<file path="src/design/lqr_pkg.sv">
package lqr_pkg;

  localparam int WORD_W = 32;
  localparam int REQ_W  = 2;
  localparam int ST_W   = 2;
  localparam int OCC_W  = 5;

  typedef enum logic [REQ_W-1:0] {
    REQ_ENQ  = 2'd0,
    REQ_DEQ  = 2'd1,
    REQ_PEEK = 2'd2,
    REQ_REV  = 2'd3
  } req_t;

  typedef enum logic [ST_W-1:0] {
    ST_OK       = 2'd0,
    ST_OVERFLOW = 2'd1,
    ST_EMPTY    = 2'd2
  } status_t;

endpackage

</file>
<file path="src/design/lqr_ram.sv">
// Word RAM, one write and one registered read port.
module lqr_ram import lqr_pkg::*; #(
  parameter int DEPTH = 16,
  parameter int AW    = $clog2(DEPTH)
) (
  input  logic              clk,
  input  logic              we,
  input  logic [AW-1:0]     waddr,
  input  logic [WORD_W-1:0] wdata,
  input  logic [AW-1:0]     raddr,
  output logic [WORD_W-1:0] rdata
);

  logic [WORD_W-1:0] mem [DEPTH];

  always_ff @(posedge clk) begin
    if (we) begin
      mem[waddr] <= wdata;
    end
  end

  always_ff @(posedge clk) begin
    rdata <= mem[raddr];
  end

endmodule

</file>
<file path="src/design/linear_queue_with_reverse.sv">
// Enqueue, dequeue, peek: result on done in the next cycle; one item per cycle while not busy.
// Reverse of n held words: states S_RA, S_RW, S_RB, S_RE, then the result on done (two passes
//   over the slot RAM through a scratch RAM, one word per cycle each), busy high meanwhile.
// Reset (rst, synchronous): queue empty, head and tail at slot 0; RAM contents undefined.
// done results cannot be stalled by the receiver.
module linear_queue_with_reverse import lqr_pkg::*; #(
  parameter int QUEUE_DEPTH = 16
) (
  input  logic                     clk,
  input  logic                     rst,
  input  logic                     start,
  output logic                     busy,
  input  logic [REQ_W-1:0]         req_type,
  input  logic signed [WORD_W-1:0] data_value,
  output logic                     done,
  output logic signed [WORD_W-1:0] read_value,
  output logic [ST_W-1:0]          status,
  output logic [OCC_W-1:0]         occupancy,
  output logic                     is_full,
  output logic                     is_empty
);

  localparam int PTR_W = (QUEUE_DEPTH > 1) ? $clog2(QUEUE_DEPTH) : 1;
  localparam int CNT_W = PTR_W + 1;

  // S_FIN shows a result and can take the next item in the same cycle.
  // S_RA..S_RE walk a reverse: copy slots[tail-i] to scratch[i], then scratch[i] to slots[i].
  typedef enum logic [5:0] {
    S_IDLE = 6'b000001,
    S_FIN  = 6'b000010,
    S_RA   = 6'b000100,
    S_RW   = 6'b001000,
    S_RB   = 6'b010000,
    S_RE   = 6'b100000
  } state_t;

  state_t           state, state_next;
  logic [PTR_W-1:0] head, head_next;
  logic [PTR_W-1:0] tail, tail_next;
  logic             holds, holds_next;
  logic [PTR_W-1:0] idx, idx_next;       // walk index during reverse
  logic [PTR_W-1:0] idx_q, idx_q_next;   // index of the read in flight
  logic [PTR_W-1:0] rev_last, rev_last_next;
  status_t          st_q, st_next;
  logic             rd_ok, rd_ok_next;   // dequeue/peek succeeded: show RAM word

  // slot RAM port controls
  logic              slot_we;
  logic [PTR_W-1:0]  slot_waddr;
  logic [WORD_W-1:0] slot_wdata;
  logic [PTR_W-1:0]  slot_raddr;
  logic [WORD_W-1:0] slot_rdata;

  // scratch RAM used only by reverse
  logic              tmp_we;
  logic [WORD_W-1:0] tmp_rdata;

  logic [CNT_W-1:0]  held;

  lqr_ram #(.DEPTH(QUEUE_DEPTH), .AW(PTR_W)) u_slots (
    .clk   (clk),
    .we    (slot_we),
    .waddr (slot_waddr),
    .wdata (slot_wdata),
    .raddr (slot_raddr),
    .rdata (slot_rdata)
  );

  lqr_ram #(.DEPTH(QUEUE_DEPTH), .AW(PTR_W)) u_scratch (
    .clk   (clk),
    .we    (tmp_we),
    .waddr (idx_q),
    .wdata (slot_rdata),
    .raddr (idx),
    .rdata (tmp_rdata)
  );

  always_comb begin
    state_next    = state;
    head_next     = head;
    tail_next     = tail;
    holds_next    = holds;
    idx_next      = idx;
    idx_q_next    = idx_q;
    rev_last_next = rev_last;
    st_next       = st_q;
    rd_ok_next    = rd_ok;
    slot_we       = 1'b0;
    slot_waddr    = idx_q;
    slot_wdata    = tmp_rdata;
    slot_raddr    = head;        // head word is fetched on every accept
    tmp_we        = 1'b0;

    unique case (state)
      S_IDLE, S_FIN: begin
        state_next = S_IDLE;
        if (start) begin
          state_next = S_FIN;
          st_next    = ST_OK;
          rd_ok_next = 1'b0;
          unique case (req_t'(req_type))
            REQ_ENQ: begin
              if (holds && (tail == PTR_W'(QUEUE_DEPTH - 1))) begin
                st_next = ST_OVERFLOW;
              end else if (!holds) begin
                head_next  = '0;
                tail_next  = '0;
                holds_next = 1'b1;
                slot_we    = 1'b1;
                slot_waddr = '0;
                slot_wdata = data_value;
              end else begin
                tail_next  = tail + PTR_W'(1);
                slot_we    = 1'b1;
                slot_waddr = tail + PTR_W'(1);
                slot_wdata = data_value;
              end
            end
            REQ_DEQ: begin
              if (!holds) begin
                st_next = ST_EMPTY;
              end else begin
                rd_ok_next = 1'b1;
                if (head == tail) begin
                  // last word leaves: pointers return to slot 0
                  holds_next = 1'b0;
                  head_next  = '0;
                  tail_next  = '0;
                end else begin
                  head_next = head + PTR_W'(1);
                end
              end
            end
            REQ_PEEK: begin
              if (!holds) begin
                st_next = ST_EMPTY;
              end else begin
                rd_ok_next = 1'b1;
              end
            end
            REQ_REV: begin
              // empty queue: nothing to move
              if (holds) begin
                state_next    = S_RA;
                idx_next      = '0;
                rev_last_next = tail - head;
              end
            end
            default: state_next = S_FIN;
          endcase
        end
      end
      S_RA: begin
        slot_raddr = tail - idx;
        idx_q_next = idx;
        tmp_we     = (idx != '0);   // land the previous read
        if (idx == rev_last) begin
          state_next = S_RW;
        end else begin
          idx_next = idx + PTR_W'(1);
        end
      end
      S_RW: begin
        // last scratch write; gap keeps it clear of the first scratch read
        tmp_we     = 1'b1;
        idx_next   = '0;
        state_next = S_RB;
      end
      S_RB: begin
        idx_q_next = idx;
        slot_we    = (idx != '0);
        if (idx == rev_last) begin
          state_next = S_RE;
        end else begin
          idx_next = idx + PTR_W'(1);
        end
      end
      S_RE: begin
        slot_we    = 1'b1;
        head_next  = '0;
        tail_next  = rev_last;
        state_next = S_FIN;
      end
      default: state_next = S_IDLE;
    endcase
  end

  always_ff @(posedge clk) begin
    if (rst) begin
      state <= S_IDLE;
      head  <= '0;
      tail  <= '0;
      holds <= 1'b0;
    end else begin
      state <= state_next;
      head  <= head_next;
      tail  <= tail_next;
      holds <= holds_next;
    end
  end

  always_ff @(posedge clk) begin
    idx      <= idx_next;
    idx_q    <= idx_q_next;
    rev_last <= rev_last_next;
    st_q     <= st_next;
    rd_ok    <= rd_ok_next;
  end

  // Result: flags follow pointers after the request, word from the RAM read at accept.
  assign held       = holds ? (CNT_W'(tail) - CNT_W'(head) + CNT_W'(1)) : '0;
  assign occupancy  = OCC_W'(held);
  assign is_full    = holds && (tail == PTR_W'(QUEUE_DEPTH - 1));
  assign is_empty   = !holds;
  assign status     = st_q;
  assign read_value = rd_ok ? slot_rdata : '0;
  assign done       = (state == S_FIN);
  assign busy       = !((state == S_IDLE) || (state == S_FIN));

endmodule

</file>
<file path="config.mk">
export PLATFORM = sky130hd
export DESIGN_NAME = linear_queue_with_reverse
export DESIGN_NICKNAME = d
export VERILOG_FILES = /design/src/design/lqr_pkg.sv /design/src/design/lqr_ram.sv /design/src/design/linear_queue_with_reverse.sv
export SDC_FILE = /design/constraint.sdc
export NUM_CORES = 1
export LEC_CHECK = 0
export BUFFER_PORTS_ARGS = -buffer_cell sky130_fd_sc_hd__buf_2
export CAP_MARGIN = 25
export CORE_MARGIN = 1.5
export CORE_UTILIZATION = 50
export CTS_BUF_LIST = sky130_fd_sc_hd__clkbuf_16
export CTS_CLUSTER_SIZE = 25
export DETAILED_ROUTE_END_ITERATION = 10
export PLACE_DENSITY = 0.76
export SYNTH_ARGS = -nofsm -noshare
export SYNTH_HDL_FRONTEND = slang
export SYNTH_SLANG_ARGS = --single-unit
</file>
<file path="constraint.sdc">
create_clock -name clk -period 14.6 [get_ports clk]
set_clock_uncertainty 0.2 [all_clocks]
set_input_delay 3.65 -clock clk [delete_from_list [all_inputs] [get_ports clk]]
set_output_delay 3.65 -clock clk [all_outputs]
set_load 0.05 [all_outputs]
</file>
==> run_summary.xml, run 1 <==
<?xml version="1.0" encoding="UTF-8"?>
<metrics>
  <group name="floorplanning">
    <metric name="floorplan.core_area" unit="mm2">0.0872</metric>
    <metric name="die_area" unit="mm2">0.0902</metric>
    <metric name="ioPinCount" unit="">80</metric>
    <metric name="rows" unit="">108</metric>
    <metric name="die_height" unit="um">300</metric>
    <metric name="die-width" unit="um">300</metric>
    <metric name="initial_core_util" unit="%">50.7</metric>
  </group>
  <group name="critical_path">
    <metric name="critical_path.startpoint" unit="">head[1]$_SDFFE_PP0P_</metric>
    <metric name="arrival" unit="ns">2.92</metric>
    <metric name="timing.critical_path.cells" unit="">inv_1 -&gt; ha_1 -&gt; inv_1 -&gt; ha_1 -&gt; fa_1 -&gt; xnor2_1 -&gt; nor2_1 -&gt; buf_2</metric>
    <metric name="path_max_fanout" unit="">8</metric>
    <metric name="worstPathBufferInverterCount" unit="">3</metric>
    <metric name="data_required_time_of_the_worst_path" unit="ns">10.75</metric>
    <metric name="cp_delay_by_family_top" unit="">adder cells</metric>
    <metric name="endpoint_kind" unit="">output port</metric>
    <metric name="start_kind" unit="">register</metric>
    <metric name="crit-reg2reg-launch" unit="">idx[0]$_SDFFCE_PN0P_</metric>
    <metric name="critPathMaxStageDelay" unit="ns">0.57</metric>
    <metric name="critical_path_class" unit="">register to output port</metric>
    <metric name="crit_slowest_cell" unit="">sky130_fd_sc_hd__dfxtp_1</metric>
  </group>
  <group name="sta">
    <metric name="worst_pin_slew" unit="ns">1.06</metric>
    <metric name="slew-limit-headroom" unit="%">29.0</metric>
    <metric name="worst_hold_slack" unit="ns">0.356</metric>
    <metric name="timing.setup.tns" unit="ns">0</metric>
    <metric name="timing.final.crit_period" unit="ns">6.77</metric>
    <metric name="slew_violations" unit="">0</metric>
    <metric name="maxClockFrequency" unit="GHz">0.148</metric>
    <metric name="rsz_0062_raised_after_global_routing" unit="">no</metric>
    <metric name="finalSetupViolations" unit="">0</metric>
    <metric name="report.final.hold_viol_count" unit="">0</metric>
    <metric name="final.period_utilization" unit="%">46.3</metric>
    <metric name="layout_setup_ws" unit="ns">7.83</metric>
  </group>
  <group name="yosys">
    <metric name="synth.cells.most_frequent" unit="">1,039 x sky130_fd_sc_hd__edfxtp_1, 160 x sky130_fd_sc_hd__mux4_2, 136 x sky130_fd_sc_hd__nand3_1</metric>
    <metric name="yosys_warnings" unit="">0</metric>
    <metric name="synth.most_common_cell" unit="">sky130_fd_sc_hd__edfxtp_1</metric>
    <metric name="seq_cells_post_synth" unit="">1118</metric>
    <metric name="synth_top_cell_by_area" unit="">sky130_fd_sc_hd__edfxtp_1</metric>
    <metric name="synthesis.instances" unit="">2515</metric>
    <metric name="synthDistinctLibCells" unit="">61</metric>
    <metric name="synth.top_cells.by_area" unit="">sky130_fd_sc_hd__edfxtp_1 71%, sky130_fd_sc_hd__mux4_2 8.1%, sky130_fd_sc_hd__dfxtp_1 3.6%</metric>
    <metric name="postSynthNetCount" unit="">2574</metric>
    <metric name="synth_edf_count" unit="">1039</metric>
    <metric name="yosys_most_used_dff" unit="">sky130_fd_sc_hd__edfxtp_1</metric>
    <metric name="synth_seq_area_share" unit="%">74.1</metric>
    <metric name="synth.cell_area" unit="mm2">0.0442</metric>
    <metric name="synth_largest_type_area_fraction" unit="%">70.6</metric>
    <metric name="ys_async_sr_fraction" unit="%">0</metric>
    <metric name="avgSynthCellArea" unit="um2">17.6</metric>
  </group>
  <group name="cts">
    <metric name="clock_sink_count" unit="">1118</metric>
    <metric name="cts_root_buf" unit="">sky130_fd_sc_hd__clkbuf_16</metric>
    <metric name="ctsLongestPathBuffers" unit="">3</metric>
    <metric name="post_cts.resized_instances" unit="">0</metric>
    <metric name="insertion_delay" unit="ns">0.68</metric>
    <metric name="cts-buffers-inserted" unit="">105</metric>
    <metric name="tritoncts" unit="">done</metric>
    <metric name="htree_num_levels" unit="">3</metric>
    <metric name="cts_hold_repair.buffers" unit="">0</metric>
    <metric name="clkSlewWorstSetupHoldPaths" unit="ns">0.06</metric>
    <metric name="post-cts-setup-buffers" unit="">0</metric>
  </group>
  <group name="placement">
    <metric name="port_buffers" unit="">79</metric>
    <metric name="preCtsSetupSlack" unit="ns">7.22</metric>
    <metric name="cell_area_placed" unit="mm2">0.0460</metric>
    <metric name="dpl.hpwl" unit="um">58000</metric>
    <metric name="place_congestion" unit="">0.865</metric>
    <metric name="placedCellCount" unit="">3627</metric>
  </group>
  <group name="final_layout">
    <metric name="final-seq-area" unit="mm2">0.0328</metric>
    <metric name="proportion_of_layout_cells_with_a_drive_suffix_above_1" unit="%">20.0</metric>
    <metric name="nFillCells" unit="">6220</metric>
    <metric name="area.growth.synth_to_final" unit="%">11.6</metric>
    <metric name="design.final.nets" unit="">2638</metric>
    <metric name="layoutNonFillerInstCount" unit="">3824</metric>
    <metric name="final_util" unit="%">56.6</metric>
    <metric name="multiInputGateArea" unit="mm2">0.0108</metric>
    <metric name="stdcell_area" unit="mm2">0.0494</metric>
  </group>
  <group name="pwr">
    <metric name="pwr_total" unit="mW">6.26</metric>
    <metric name="leakage" unit="nW">15.9</metric>
    <metric name="power_density" unit="mW/mm2">127</metric>
    <metric name="power.ir.vdd_worst" unit="mV">0.0958</metric>
  </group>
  <group name="drt">
    <metric name="wl" unit="um">109000</metric>
    <metric name="vias" unit="">24637</metric>
    <metric name="post-route-drc-count" unit="">0</metric>
    <metric name="vias_per_cell" unit="">6.44</metric>
    <metric name="ant_nets" unit="">0</metric>
    <metric name="drt_first_pass_iters" unit="">7</metric>
    <metric name="detailedRoute.firstIterationViolations" unit="">3384</metric>
    <metric name="average_wire_per_standard_cell" unit="um">28.6</metric>
  </group>
  <group name="worst_hold_path">
    <metric name="min-delay-path-class" unit="">register to register</metric>
    <metric name="hold_start" unit="">state[4]$_SDFFE_PP0P_</metric>
  </group>
  <group name="global_route">
    <metric name="grt_first_pass_wirelength" unit="um">161000</metric>
    <metric name="grt_antenna_before_repair" unit="">19</metric>
    <metric name="grt_use_total" unit="%">24.3</metric>
    <metric name="first_global_vias" unit="">25006</metric>
    <metric name="gr-total-overflow" unit="">0</metric>
    <metric name="grt_start_max_net_pins" unit="">80</metric>
  </group>
  <group name="outcome">
    <metric name="outcome" unit="">finished, final reports clean</metric>
  </group>
  <group name="job">
    <metric name="maxCapViolCount" unit="">0</metric>
  </group>
</metrics>
worst min-delay path, delay by kind of cell (launching register included):
family          cells  cell delay, ns
compound gates      1            0.06
flops               1            0.36
simple gates        1            0.08
layer usage:
| metal | track usage (%) | up-vias | share of wire, % |
|---|---|---|---|
| met3 | 5.80 | 267 | 11 |
| met4 | 9.14 | 14 | 3.2 |
| met5 | 0 | - | 0.12 |
| met1 | 31.2 | 12557 | 36 |
| li1 | - | 10320 | - |
| met2 | 40.3 | 1479 | 50 |
report_power, final:
part | total (mW) | internal (mW) | switching [mW]
Clock | 2.63 | 1.47 | 1.16
Combinational | 0.132 | 0.0361 | 0.0964
Sequential | 3.50 | 3.49 | 0.0162
Total | 6.26 | 4.99 | 1.27
placed cells by master, fill, tap and decap left out, types with 4 or more instances in the layout:
master | synthesis | layout
sky130_fd_sc_hd__a211oi_1 | 5 | 5
sky130_fd_sc_hd__clkinv_1 | 0 | 27
sky130_fd_sc_hd__edfxtp_1 | 1039 | 1039
sky130_fd_sc_hd__nand3_1 | 136 | 135
sky130_fd_sc_hd__nand4_1 | 34 | 34
sky130_fd_sc_hd__clkinv_2 | 0 | 16
sky130_fd_sc_hd__o21ai_0 | 70 | 70
sky130_fd_sc_hd__o211ai_1 | 128 | 128
sky130_fd_sc_hd__a2bb2o_1 | 64 | 64
sky130_fd_sc_hd__or3_1 | 129 | 129
sky130_fd_sc_hd__nor2_1 | 50 | 22
sky130_fd_sc_hd__nor3_1 | 18 | 10
sky130_fd_sc_hd__dfxtp_1 | 79 | 79
sky130_fd_sc_hd__mux2_2 | 29 | 29
sky130_fd_sc_hd__clkbuf_16 | 0 | 107
sky130_fd_sc_hd__a21oi_1 | 16 | 13
sky130_fd_sc_hd__o221ai_1 | 64 | 64
sky130_fd_sc_hd__nand2_1 | 116 | 114
sky130_fd_sc_hd__nor3b_1 | 4 | 4
sky130_fd_sc_hd__and2_1 | 37 | 36
sky130_fd_sc_hd__nor3_2 | 1 | 8
sky130_fd_sc_hd__ha_1 | 19 | 19
sky130_fd_sc_hd__buf_2 | 44 | 79
sky130_fd_sc_hd__xnor2_1 | 9 | 9
sky130_fd_sc_hd__inv_1 | 25 | 52
sky130_fd_sc_hd__mux2_1 | 35 | 35
sky130_fd_sc_hd__nor2_4 | 2 | 30
sky130_fd_sc_hd__buf_4 | 3 | 63
sky130_fd_sc_hd__xor2_1 | 7 | 7
sky130_fd_sc_hd__mux4_2 | 160 | 160
sky130_fd_sc_hd__bufinv_16 | 0 | 8
area by class of cell:
type | count | share of cell area (%)
sequential | 1118 | 66.4
multi-input combinational | 1187 | 22.0
clock buffer | 107 | 5.43
tap | 1155 | 2.93
timing repair buffer | 142 | 1.76
clock inverter | 87 | 1.28
inverter | 25 | 0.190
antenna | 3 | 0.0152
registers in the layout (all words and copies together) (netlist names):
name	count
u_scratch.mem	512
state	6
status	2
tail	4
u_scratch.rdata	32
u_slots.mem	512
idx	4
idx_q	4
rev_last	4
u_slots.rdata	32
head	4
rd_ok	1
holds	1
cell families after synthesis:
logic type | share of synthesized area [%]
flops | 74.1
simple gates | 6.70
compound gates | 6.27
mux | 9.85
buf+inv | 2.05
fa+ha+maj | 0.674
xor+xnor | 0.317
path summary, 6_finish.rpt:
check,end,slack [ns],cells past startpoint
worst max-delay path,occupancy[3],7.83,8
worst min-delay path,state[4]$_SDFFE_PP0P_,0.36,2
worst max register to register,u_slots.rdata[15]$_DFF_P_,9.33,11
worst min register to register,state[4]$_SDFFE_PP0P_,0.36,2
No activity file was read; power rests on OpenSTA's default activity.
==> inputs of run 2 (changes only) <==
--- a/config.mk
+++ b/config.mk
@@ -5,6 +5,7 @@
 export SDC_FILE = /design/constraint.sdc
 export NUM_CORES = 1
 export LEC_CHECK = 0
+export ABC_AREA = 1
 export BUFFER_PORTS_ARGS = -buffer_cell sky130_fd_sc_hd__buf_2
 export CAP_MARGIN = 25
 export CORE_MARGIN = 1.5
==> constraint.sdc (replaced) <==
create_clock -name clk -period 6.4 [get_ports clk]
set_clock_uncertainty 0.2 [all_clocks]
set_input_delay 1.6 -clock clk [delete_from_list [all_inputs] [get_ports clk]]
set_output_delay 1.6 -clock clk [all_outputs]
set_load 0.05 [all_outputs]
==> run_summary.xml, run 2 <==
<?xml version="1.0" encoding="UTF-8"?>
<metrics>
  <group name="yosys">
    <metric name="synth_edf_count" unit="">1039</metric>
    <metric name="yosys_warnings" unit="">0</metric>
    <metric name="ys_async_sr_fraction" unit="%">0</metric>
    <metric name="synth_largest_type_area_fraction" unit="%">67.7</metric>
    <metric name="synth.top_cells.by_area" unit="">sky130_fd_sc_hd__edfxtp_1 68%, sky130_fd_sc_hd__nand3_1 6.0%, sky130_fd_sc_hd__nand2_1 5.3%</metric>
    <metric name="synth_seq_area_share" unit="%">71.1</metric>
    <metric name="synth.most_common_cell" unit="">sky130_fd_sc_hd__edfxtp_1</metric>
    <metric name="postSynthNetCount" unit="">4073</metric>
    <metric name="synth.cell_area" unit="mm2">0.0461</metric>
    <metric name="synthDistinctLibCells" unit="">39</metric>
    <metric name="synth.cells.most_frequent" unit="">1,039 x sky130_fd_sc_hd__edfxtp_1, 651 x sky130_fd_sc_hd__nand2_1, 598 x sky130_fd_sc_hd__inv_1</metric>
    <metric name="synthesis.instances" unit="">4014</metric>
    <metric name="synth_top_cell_by_area" unit="">sky130_fd_sc_hd__edfxtp_1</metric>
    <metric name="avgSynthCellArea" unit="um2">11.5</metric>
    <metric name="yosys_most_used_dff" unit="">sky130_fd_sc_hd__edfxtp_1</metric>
    <metric name="seq_cells_post_synth" unit="">1118</metric>
  </group>
  <group name="critical_path">
    <metric name="worstPathBufferInverterCount" unit="">3</metric>
    <metric name="crit_cells" unit="">10</metric>
    <metric name="critPathMaxStageDelay" unit="ns">0.93</metric>
    <metric name="timing.reg2reg.worst_path_depth" unit="">10</metric>
    <metric name="endpoint_kind" unit="">register</metric>
    <metric name="start_kind" unit="">register</metric>
    <metric name="data_required_time_of_the_worst_path" unit="ns">6.57</metric>
    <metric name="critical_path.startpoint" unit="">idx[1]$_SDFFCE_PN0P_</metric>
    <metric name="crit-reg2reg-launch" unit="">idx[1]$_SDFFCE_PN0P_</metric>
    <metric name="crit_slowest_cell" unit="">sky130_fd_sc_hd__clkinv_2</metric>
    <metric name="arrival" unit="ns">5.18</metric>
    <metric name="cp_delay_by_family_top" unit="">buffers and inverters</metric>
    <metric name="path_max_fanout" unit="">59</metric>
    <metric name="path_common_cell" unit="">sky130_fd_sc_hd__nor2_1</metric>
    <metric name="critical_path_class" unit="">register to register</metric>
    <metric name="timing.critical_path.cells" unit="">buf_4 -&gt; clkinv_2 -&gt; ha_1 -&gt; and2_1 -&gt; nor2_1 -&gt; nor2_1 -&gt; nor2_1 -&gt; nand2_1 -&gt; nor2_4 -&gt; buf_4</metric>
  </group>
  <group name="drt">
    <metric name="drt_first_pass_iters" unit="">6</metric>
    <metric name="vias" unit="">30571</metric>
    <metric name="wl" unit="um">116000</metric>
    <metric name="detailedRoute.firstIterationViolations" unit="">3921</metric>
    <metric name="average_wire_per_standard_cell" unit="um">21.6</metric>
    <metric name="post-route-drc-count" unit="">0</metric>
    <metric name="ant_nets" unit="">0</metric>
    <metric name="vias_per_cell" unit="">5.72</metric>
  </group>
  <group name="placement">
    <metric name="port_buffers" unit="">79</metric>
    <metric name="dpl.hpwl" unit="um">64200</metric>
    <metric name="preCtsSetupSlack" unit="ns">1.53</metric>
    <metric name="place_congestion" unit="">0.860</metric>
    <metric name="placedCellCount" unit="">5127</metric>
  </group>
  <group name="pwr">
    <metric name="p_comb_share" unit="%">3.1</metric>
    <metric name="pwr-share-seq" unit="%">54.3</metric>
    <metric name="leakage" unit="nW">20.3</metric>
    <metric name="power_density" unit="mW/mm2">288</metric>
    <metric name="internal_dissipation" unit="mW">11.8</metric>
    <metric name="pwr_total" unit="mW">14.9</metric>
    <metric name="power.ir.vdd_worst" unit="mV">0.206</metric>
    <metric name="switchingPower" unit="mW">3.12</metric>
    <metric name="p_clk_share" unit="%">42.6</metric>
    <metric name="power.switching_fraction" unit="%">21.0</metric>
  </group>
  <group name="final_layout">
    <metric name="nFillCells" unit="">7116</metric>
    <metric name="multiInputGateArea" unit="mm2">0.0103</metric>
    <metric name="final_util" unit="%">56.4</metric>
    <metric name="final_cell_mix" unit="">1,039 x sky130_fd_sc_hd__edfxtp_1, 650 x sky130_fd_sc_hd__nand2_1, 633 x sky130_fd_sc_hd__inv_1</metric>
    <metric name="proportion_of_layout_cells_with_a_drive_suffix_above_1" unit="%">8.66</metric>
    <metric name="design.final.nets" unit="">4121</metric>
    <metric name="layoutNonFillerInstCount" unit="">5348</metric>
    <metric name="mostFrequentLayoutCell" unit="">sky130_fd_sc_hd__edfxtp_1</metric>
    <metric name="registers_with_the_most_flip_flops" unit="">u_scratch.mem (512), u_slots.mem (512)</metric>
    <metric name="final-seq-area" unit="mm2">0.0328</metric>
    <metric name="area.growth.synth_to_final" unit="%">12.0</metric>
  </group>
  <group name="floorplanning">
    <metric name="initial_core_util" unit="%">50.3</metric>
    <metric name="die_height" unit="um">307</metric>
    <metric name="die_area" unit="mm2">0.0940</metric>
    <metric name="die-width" unit="um">307</metric>
    <metric name="floorplan.core_area" unit="mm2">0.0915</metric>
    <metric name="rows" unit="">111</metric>
    <metric name="ioPinCount" unit="">80</metric>
  </group>
  <group name="job">
    <metric name="maxCapViolCount" unit="">0</metric>
  </group>
  <group name="global_route">
    <metric name="grt_start_max_net_pins" unit="">162</metric>
    <metric name="grt_first_pass_wirelength" unit="um">174000</metric>
    <metric name="grt_use_total" unit="%">24.3</metric>
    <metric name="first_global_vias" unit="">29258</metric>
    <metric name="grt_antenna_before_repair" unit="">7</metric>
    <metric name="gr-total-overflow" unit="">0</metric>
  </group>
  <group name="cts">
    <metric name="cts_root_buf" unit="">sky130_fd_sc_hd__clkbuf_16</metric>
    <metric name="tritoncts" unit="">done</metric>
    <metric name="clkSlewWorstSetupHoldPaths" unit="ns">0.06</metric>
    <metric name="clock_sink_count" unit="">1118</metric>
    <metric name="htree_num_levels" unit="">3</metric>
    <metric name="insertion_delay" unit="ns">0.68</metric>
    <metric name="cts-buffers-inserted" unit="">108</metric>
    <metric name="cts_hold_repair.buffers" unit="">0</metric>
    <metric name="post_cts.resized_instances" unit="">0</metric>
    <metric name="ctsLongestPathBuffers" unit="">3</metric>
    <metric name="post-cts-setup-buffers" unit="">0</metric>
  </group>
  <group name="sta">
    <metric name="finalSetupViolations" unit="">0</metric>
    <metric name="slew_violations" unit="">0</metric>
    <metric name="maxClockFrequency" unit="GHz">0.200</metric>
    <metric name="slew-limit-headroom" unit="%">24.5</metric>
    <metric name="timing.setup.tns" unit="ns">0</metric>
    <metric name="worst_pin_slew" unit="ns">1.13</metric>
    <metric name="final.period_utilization" unit="%">78.3</metric>
    <metric name="timing.final.crit_period" unit="ns">5.01</metric>
    <metric name="report.final.hold_viol_count" unit="">0</metric>
    <metric name="rsz_0062_raised_after_global_routing" unit="">no</metric>
    <metric name="layout_setup_ws" unit="ns">1.39</metric>
  </group>
  <group name="worst_hold_path">
    <metric name="min-delay-path-class" unit="">register to register</metric>
    <metric name="hold-path-cell-count" unit="">2</metric>
    <metric name="hold_start" unit="">state[2]$_SDFFE_PP0P_</metric>
  </group>
  <group name="outcome">
    <metric name="outcome" unit="">finished, final reports clean</metric>
  </group>
</metrics>
run 2: cell type report:
class | count | share of cell area (%)
Timing Repair Buffer | 157 | 2.35
Multi-Input combinational cell | 2075 | 20.0
Clock buffer | 110 | 5.33
Sequential cell | 1118 | 63.5
Antenna cell | 6 | 0.0291
Tap cell | 1186 | 2.87
Inverter | 602 | 4.39
Clock inverter | 94 | 1.47
run 2: power groups by stage:
stage          Sequential [mW]  Combinational, mW  Clock (mW)
3_5_place_dp              8.23              0.454           0
4_1_cts                   8.08              0.456        6.37
2_1_floorplan             8.21              0.284           0
6_report                  8.08              0.459        6.34
5_1_grt                   8.08              0.499        6.64
3_3_place_gp              8.23              0.446           0
run 2: path summary, 6_finish.rpt:
kind,end,slack (ns)
hold / removal,state[2]$_SDFFE_PP0P_,0.34
hold reg to reg,state[2]$_SDFFE_PP0P_,0.34
setup reg to reg,u_slots.mem[2][9]$_DFFE_PP_,1.39
setup / recovery,u_slots.mem[2][9]$_DFFE_PP_,1.39
run 2: worst register-to-register path, delay by kind of cell, from the launching register on:
kind / cells / cell delay (ns)
buf+inv: 3 / 1.88
simple gates: 6 / 1.81
fa+ha+maj: 1 / 0.51
flops: 1 / 0.32
run 2: cells by family after synthesis:
logic type | after synthesis | synth area share, %
and+or+nand+nor | 1582 | 14.8
xor gates and xnor gates | 11 | 0.209
buffers and inverters | 821 | 7.09
muxes | 32 | 0.695
AOI/OAI and AO/OA | 428 | 5.38
adders and majority gates | 22 | 0.646
DFF | 1118 | 71.1
run 2: metrics by stage:
step / hold slack (ns) / instance area [um2]
4_1_cts: 0.310 / 51400
5_1_grt: 0.347 / 51600
3_3_place_gp: 0.283 / 47800
2_1_floorplan: 0.221 / 46100
6_report: 0.335 / 51600
3_5_place_dp: 0.301 / 47800
run 2: routing by layer:
layer	global-route usage (%)	routed length [um]	vias up
li1	-	-	13798
met1	34.0	45200	14707
met2	38.7	54200	1798
met3	3.92	12600	264
met4	8.69	3530	4
met5	0	21	-
